[src/qte_pkg.sv]
// Shared widths, defaults and the CORDIC angle table for the quaternion to Euler unit.
package qte_pkg;

    localparam int CW       = 36;  // CORDIC vector width, signed
    localparam int AW       = 30;  // angle accumulator width, units of 2^-20 degree
    localparam int ACC_FRAC = 20;
    localparam int SQW      = 62;  // square root remainder and root width
    localparam int SQ_BITS  = 31;  // result bits of the square root
    localparam int TAB_LEN  = 24;

    localparam int DEF_CORDIC_STAGES   = 16;
    localparam int DEF_ANGLE_FRAC_BITS = 7;

    // atan(2^-i) in units of 2^-20 degree, rounded to nearest
    function automatic logic signed [AW-1:0] atan_entry(input int i);
        logic signed [AW-1:0] v;
        case (i)
            0:       v = 30'sd47185920;
            1:       v = 30'sd27855475;
            2:       v = 30'sd14718068;
            3:       v = 30'sd7471121;
            4:       v = 30'sd3750058;
            5:       v = 30'sd1876857;
            6:       v = 30'sd938658;
            7:       v = 30'sd469357;
            8:       v = 30'sd234682;
            9:       v = 30'sd117342;
            10:      v = 30'sd58671;
            11:      v = 30'sd29335;
            12:      v = 30'sd14668;
            13:      v = 30'sd7334;
            14:      v = 30'sd3667;
            15:      v = 30'sd1833;
            16:      v = 30'sd917;
            17:      v = 30'sd458;
            18:      v = 30'sd229;
            19:      v = 30'sd115;
            20:      v = 30'sd57;
            21:      v = 30'sd29;
            22:      v = 30'sd14;
            23:      v = 30'sd7;
            default: v = '0;
        endcase
        return v;
    endfunction

endpackage

[src/qte_cordic_cell.sv]
// One vectoring CORDIC micro-rotation stage.
module qte_cordic_cell import qte_pkg::*; #(
    parameter int STAGE = 0
) (
    input  logic                 i_clk,
    input  logic                 i_en,
    input  logic signed [CW-1:0] i_x,
    input  logic signed [CW-1:0] i_y,
    input  logic signed [AW-1:0] i_acc,
    input  logic                 i_zero,
    output logic signed [CW-1:0] o_x,
    output logic signed [CW-1:0] o_y,
    output logic signed [AW-1:0] o_acc,
    output logic                 o_zero
);

    localparam logic signed [AW-1:0] ANG = atan_entry(STAGE);

    logic signed [CW-1:0] dx, dy, n_x, n_y, r_x, r_y;
    logic signed [AW-1:0] n_acc, r_acc;
    logic                 r_zero;

    always_comb begin
        dx = i_y >>> STAGE;
        dy = i_x >>> STAGE;
        if (!i_y[CW-1]) begin
            n_x   = i_x + dx;
            n_y   = i_y - dy;
            n_acc = i_acc + ANG;
        end else begin
            n_x   = i_x - dx;
            n_y   = i_y + dy;
            n_acc = i_acc - ANG;
        end
    end

    always_ff @(posedge i_clk) begin
        if (i_en) begin
            r_x    <= n_x;
            r_y    <= n_y;
            r_acc  <= n_acc;
            r_zero <= i_zero;
        end
    end

    assign o_x    = r_x;
    assign o_y    = r_y;
    assign o_acc  = r_acc;
    assign o_zero = r_zero;

endmodule

[config.mk]
export PLATFORM = sky130hd
export DESIGN_NAME = qte_cordic_cell
export DESIGN_NICKNAME = d
export VERILOG_FILES = /design/src/qte_pkg.sv /design/src/qte_cordic_cell.sv
export SDC_FILE = /design/constraint.sdc
export NUM_CORES = 1
export LEC_CHECK = 0
export ABC_AREA = 1
export BUFFER_PORTS_ARGS = -buffer_cell sky130_fd_sc_hd__buf_2
export CAP_MARGIN = 10
export CORE_ASPECT_RATIO = 1.1
export CORE_UTILIZATION = 30
export DETAILED_ROUTE_END_ITERATION = 7
export PLACE_DENSITY = 0.46
export SYNTH_ARGS = -nofsm -noshare
export SYNTH_HDL_FRONTEND = slang
export SYNTH_SLANG_ARGS = --single-unit
export TNS_END_PERCENT = 5
[constraint.sdc]
create_clock -name i_clk -period 2.26 [get_ports i_clk]
set_clock_uncertainty 0.05 [all_clocks]
set_input_delay 0.339 -clock i_clk [delete_from_list [all_inputs] [get_ports i_clk]]
set_output_delay 0.339 -clock i_clk [all_outputs]
set_load 0.01 [all_outputs]
==> run metrics, run 1 <==
outcome finished, final reports clean; switching share of power 38.9%; syn avg cell area 6.65 sq um; Max Cap Violations 0; sequential share of power 31.2%; initial DRC count 624; commonest non-fill, non-tap cell in the layout nand2_1; CP startpoint i_x[15]; gr ovfl total 0; Hold EP o_acc[10]$_DFFE_PP_; Crit. End Element register; Worst EP required 2.36 ns; post-CTS setup buffers 0; Arr. time, crit path 2.28 ns; crit path launch type primary input; final worst path period share 96.4%; Clock Sinks 102; diode count 0; Net Count, Synth 1927; TritonCTS clock tree built; Multi-input gate area 0.00715 sq mm; RSZ-0062 raised after global routing yes; FMAX 0.459 GHz; post-placement cell count 2704; Die W 187 microns; Core Area 0.0372 sq mm; RD Place Congestion 0.913; Comb power frac 47.1%; Slew Viols, Final 0; Hold Path Class primary input to register; Max Root-Sink Buffers 2; FP Rows 74; Reg clk slew, reported paths 0.08 ns; P_int 0.00484 W; Primary FF master, synth edfxtp_1; drt total wl 45400 microns; via count 12597; DRC 0; CTS Root Cell clkbuf_16; total negative slack 0 ns; Design Area, Final 0.0158 sq mm; Final setup viols 0; clock network power share 21.7%; Layout area overhead 39.1%; vias per std cell 4.63; synthesized instance count 1705; first-pass GRT wire length 69400 microns; Hold Path Stages 1; fraction of layout cells with a size suffix above 1 30.1%; Final Non-Filler Cells 2720; Async S/R FF share, synth 0%; routed len/inst 16.7 microns; Initial Util 30.5%; port bufs 207; EDFF count, synth 102; DR pass1 iterations 5; post-synthesis register bit count 102; DP HPWL 39100 microns; Die H 206 microns; Antenna Violating Nets Remaining 0; Hold Fails Final Rpt 0; Synth cell types 43; vias in the first global route 12627; TritonCTS buffer count 9; Least-Margin Pin Slew 0.893 ns; Top-Level Pins 208; Fill cells 4054; Lkg Pwr 8.28 nW; net switching power 0.00308 W; Final min period 2.18 ns; Total Power 0.00792 W; critical path type primary input to register; antenna violations before repair 0; min-delay src i_acc[10]; largest net degree at the start of global routing 74; most frequent cells in the layout nand2_1 (502), buf_4 (341), inv_1 (252), buf_2 (206), nand3_1 (145); CTS H-tree lvls 3; Slew headroom 40.5%; Synth warnings 0; Die Area 0.0386 sq mm; Nets 2443; Pwr Density 502 mW/mm^2; global-route usage over all layers 23.8%; FF/Latch Area 0.00306 sq mm; Peak supply drop 0.410 mV; register area share after synthesis 27.0%; Critical Path Fanout Max 6; Netlist Area Pre-Place 0.0113 sq mm; area post-placement 0.0153 sq mm
power groups by stage:
stage               logic [W]  clock network [W]  registers (W)
floorplan             0.00171                  0        0.00265
CTS                   0.00369            0.00179        0.00248
global placement      0.00367                  0        0.00252
global route          0.00411            0.00184        0.00250
finish                0.00373            0.00172        0.00247
detailed placement    0.00367                  0        0.00252
metrics by stage:
step	util [%]	hold WS [ns]	worst slack [ns]
after floorplan	-	0.388	0.00951
final	42.4	0.0641	0.0806
after global placement	41.2	0.465	-0.448
after detailed placement	41.2	0.468	-0.419
after global routing	42.4	0.0511	-0.0487
after CTS	42.0	0.0405	0.00703
Yosys cell counts, types with 3 or more instances:
master	count	area, sq um
a21o_1	9	67.6
a21oi_1	124	621
a21oi_2	3	26.3
a31oi_1	3	18.8
and2_1	4	25.0
buf_2	13	65.1
buf_4	21	158
buf_6	3	33.8
clkbuf_1	6	22.5
edfxtp_1	102	3060
fa_1	4	80.1
ha_1	113	1410
inv_1	254	953
inv_2	11	41.3
nand2_1	504	1890
nand2_2	15	93.8
nand3_1	145	726
nand3_2	5	50.1
nand4_1	9	56.3
nor2_1	136	510
nor2_2	20	125
nor3_1	16	80.1
nor3_2	3	30.0
o211ai_1	4	30.0
o21ai_0	75	375
o21ai_1	15	75.1
o21bai_1	21	158
o22ai_1	7	43.8
xnor2_1	3	26.3
xor2_1	36	315
final cells by class:
cell class | instances | share of cell area (%)
Clock buffer | 9 | 1.43
Clock inverter | 7 | 0.515
Inverter | 265 | 6.30
Multi-Input combinational cell | 1293 | 45.3
Sequential cell | 102 | 19.4
Tap cell | 494 | 3.92
Timing Repair Buffer | 550 | 23.1
how the worst max path moves through the flow:
stage	cells past startpoint	slack, ns	end
after detailed placement	14	-0.42	o_y[31]$_DFFE_PP_
after global placement	14	-0.45	o_y[31]$_DFFE_PP_
after global routing	13	-0.05	o_y[31]$_DFFE_PP_
final	11	0.08	o_y[30]$_DFFE_PP_
after floorplan	11	0.01	o_acc[27]$_DFFE_PP_
after CTS	14	0.007	o_y[31]$_DFFE_PP_
flip-flops by register name, indices dropped and copies added, names as in the netlist:
register / cells
o_zero: 1
o_x: 36
o_y: 35
o_acc: 30
routing by layer:
metal / GRT usage, % / vias to the layer above / share of wire (%)
met3: 2.43 / 29 / 3.1
met4: 6.68 / 0 / 1.8
met2: 42.2 / 247 / 48
li1: - / 6514 / -
met1: 30.6 / 5807 / 47
met5: 0 / - / 0
worst max-delay path: stages:
cell and delay, ns:
buf_2 0.13, inv_1 0.05, ha_1 0.38, a21oi_1 0.31, o21ai_0 0.28, a21oi_1 0.34, nor2_1 0.07, nor2_1 0.13
nand3_1 0.08, nand3_1 0.09, nand2_1 0.07
timing repair:
| item | 4_1_cts | 5_1_grt |
|---|---|---|
| gates resized for setup | 0 | 49 |
| setup endpoints to repair | 0 | 47 |
| hold buffers | 0 | 0 |
cell families after synthesis:
kind of cell,after synthesis,synth area share (%)
AND/OR/NAND/NOR,869,32.5
buffers and inverters,310,11.3
AO/OA/AOI/OAI,268,13.1
adder cells (fa/ha/maj),117,13.2
flip-flops,102,27.0
XOR/XNOR,39,3.01
No activity file was read; power rests on OpenSTA's default activity.
==> run 2: changes to the inputs <==
Settings changed: BUFFER_PORTS_ARGS -buffer_cell sky130_fd_sc_hd__buf_2 to not set, DONT_BUFFER_PORTS set to 1, GPL_TIMING_DRIVEN set to 0, PLACE_DENSITY 0.46 to 0.41, SLEW_MARGIN set to 10.
==> run 2 against run 1 <==
- combinational power fell by 31%
- global-route usage rose by 0.20 points
- critical path depth rose by 2
- clock power is 8% lower
- worst hold slack got worse by 0.038 ns
- critical endpoint is now o_x[24]$_DFFE_PP_
- largest power group is now sequential cells
==> run metrics, run 2 (synthesis gave the netlist of run 1 again) <==
most frequent cells in the layout nand2_1 (500), inv_1 (245), nand3_1 (144), nor2_1 (134), a21oi_1 (116); post-placement cell count 2199 (-19%); final worst path period share 97.9% (+1.5 points); Final setup viols 0 (unchanged); gr ovfl total 0 (unchanged); Hold Path Class primary input to register; vias in the first global route 11217 (-11%); most common cell type on the critical path nand2_1; Die W 187 microns (unchanged); Arr. time, crit path 2.30 ns (+0.02 ns); Peak supply drop 0.397 mV (-3.2%); RD Place Congestion 0.932 (+2.2%); crit path launch type primary input; net switching power 0.00283 W (-8.2%); met1 WL 21100 microns (-1.6%); drt total wl 46100 microns (+1.6%); DRC 0 (unchanged); Antenna Violating Nets Remaining 0 (unchanged); Final min period 2.21 ns (+0.0341 ns); Design Area, Final 0.0126 sq mm (-20%); area post-placement 0.0120 sq mm (-22%); CP top delay family simple AND/OR/NAND/NOR gates; Die H 206 microns (unchanged); TritonCTS clock tree built; antenna violations before repair 0 (unchanged); Die Area 0.0386 sq mm (unchanged); Place WS -0.746 ns (-0.327 ns); clock network power share 23.2% (+1.5 points); largest net degree at the start of global routing 98 (+32%); Cell Chain, Critical Path ha_1 > fa_1 > nand2_1 > nand2_1 > and2_1 > nand2_1 > nand2_2 > nand2_1 > nand2_1 > nand2_1 > nand3_1 > nand3_1 > o21ai_1; Comb power frac 38.0% (-9.1 points); TritonCTS buffer count 9 (unchanged); vias per std cell 4.99 (+7.7%); CTS Root Cell clkbuf_16; Hold Slack 0.0265 ns (-0.0376 ns); CTS H-tree lvls 3 (unchanged); DR pass1 iterations 6 (+1); Initial Util 30.5% (unchanged); outcome finished, final reports clean; critical path type primary input to register; Pwr Density 540 mW/mm^2 (+7.6%); WP depth 13 (+2); Multi-input gate area 0.00709 sq mm (-0.84%); Layout area overhead 11.2%; final worst slack 0.0464 ns (-0.0341 ns); max reg flops 36 (unchanged); Hold Path Stages 0 (-1); DP HPWL 38000 microns (-2.8%); port bufs 0 (-100%); via count 11179 (-11%); Reg clk slew, reported paths 0.07 ns (about the same); Buf/Inv on CP 0 (-2); Hold Fails Final Rpt 0 (unchanged); Met2 Routed Length 21100 microns (-3.2%); Least-Margin Pin Slew 0.903 ns (+0.0102 ns); sequential share of power 38.8% (+7.6 points); Fill cells 4108 (+1.3%); Worst EP required 2.35 ns (about the same); initial DRC count 704 (+13%); Max Root-Sink Buffers 2 (unchanged); FMAX 0.452 GHz (-1.5%); P_int 0.00399 W (-18%); switching share of power 41.5% (+2.6 points); FP Rows 74 (unchanged); Core Util, Final 33.9% (-8.5 points); first-pass GRT wire length 68000 microns (-2.1%); routed len/inst 20.6 microns (+23%); Slew headroom 39.8% (-0.68 points); slowest stage delay, CP 0.42 ns (+0.04 ns); Final Non-Filler Cells 2241 (-18%); Core Area 0.0372 sq mm (unchanged); Slew Viols, Final 0 (unchanged); fraction of layout cells with a size suffix above 1 8.82% (-21 points); Critical Path Fanout Max 3 (-3); Max Cap Violations 0 (unchanged); Lkg Pwr 6.09 nW (-26%); Nets 1963 (-20%); FF/Latch Area 0.00306 sq mm (unchanged); Slowest-stage cell, CP fa_1; highest routed layer met4; Clock Sinks 102 (unchanged); DR WL met3 2760 microns (+93%); global-route usage over all layers 24.0% (+0.20 points); Top-Level Pins 208 (unchanged); Crit. End Element register; RSZ-0062 raised after global routing yes; commonest non-fill, non-tap cell in the layout nand2_1
## run 2: cell types whose count changed in the layout (fill, tap and decap cells not counted), sizes merged
cell         change
buf            -510
inv              -5
dlygate4sd3     +24
clkinvlp         +5
diode            +1
clkbuf           +6
bufinv           -1
clkinv           +1
## run 2: through the flow
stage | setup TNS, ns | total power, W
after floorplan | 0 | 0.00436
after global placement | -22.23 | 0.00518
after detailed placement | -21.09 | 0.00517
after CTS | -0.0896 | 0.00684
after global routing | -0.0522 | 0.00725
final | 0 | 0.00681
## run 2: path summary, 6_finish.rpt
kind	from	end	slack [ns]
setup / recovery	i_x[0]	o_x[24]$_DFFE_PP_	0.05
hold / removal	i_en	o_y[24]$_DFFE_PP_	0.03
## run 2: layout make-up
cell class,instances,area share (%)
Multi-Input combinational cell,1293,56.2
Sequential cell,102,24.3
Inverter,265,8.08
Tap cell,494,4.90
Buffer,44,2.27
Timing Repair Buffer,26,2.02
Clock buffer,9,1.79
Clock inverter,7,0.436
Antenna cell,1,0.0198
## run 2: power groups by stage
stage	sequential [W]	clock [W]	combinational, W
global placement	0.00269	0	0.00249
floorplan	0.00265	0	0.00171
detailed placement	0.00269	0	0.00248
global route	0.00267	0.00170	0.00288
CTS	0.00265	0.00165	0.00254
finish	0.00264	0.00158	0.00259
## run 2: repair_timing
action,in CTS,in global routing
buffers inserted,0,2
endpoints found under the hold margin,27,0
setup endpoints to repair,12,40
pin swaps,0,0
hold buffers,24,0
gates resized for setup,6,34
## run 2: layer usage
metal,track usage (%),vias to the layer above
met3,3.57,53
met2,40.0,392
li1,-,5554
met1,31.3,5180
met4,9.03,0
met5,0,-
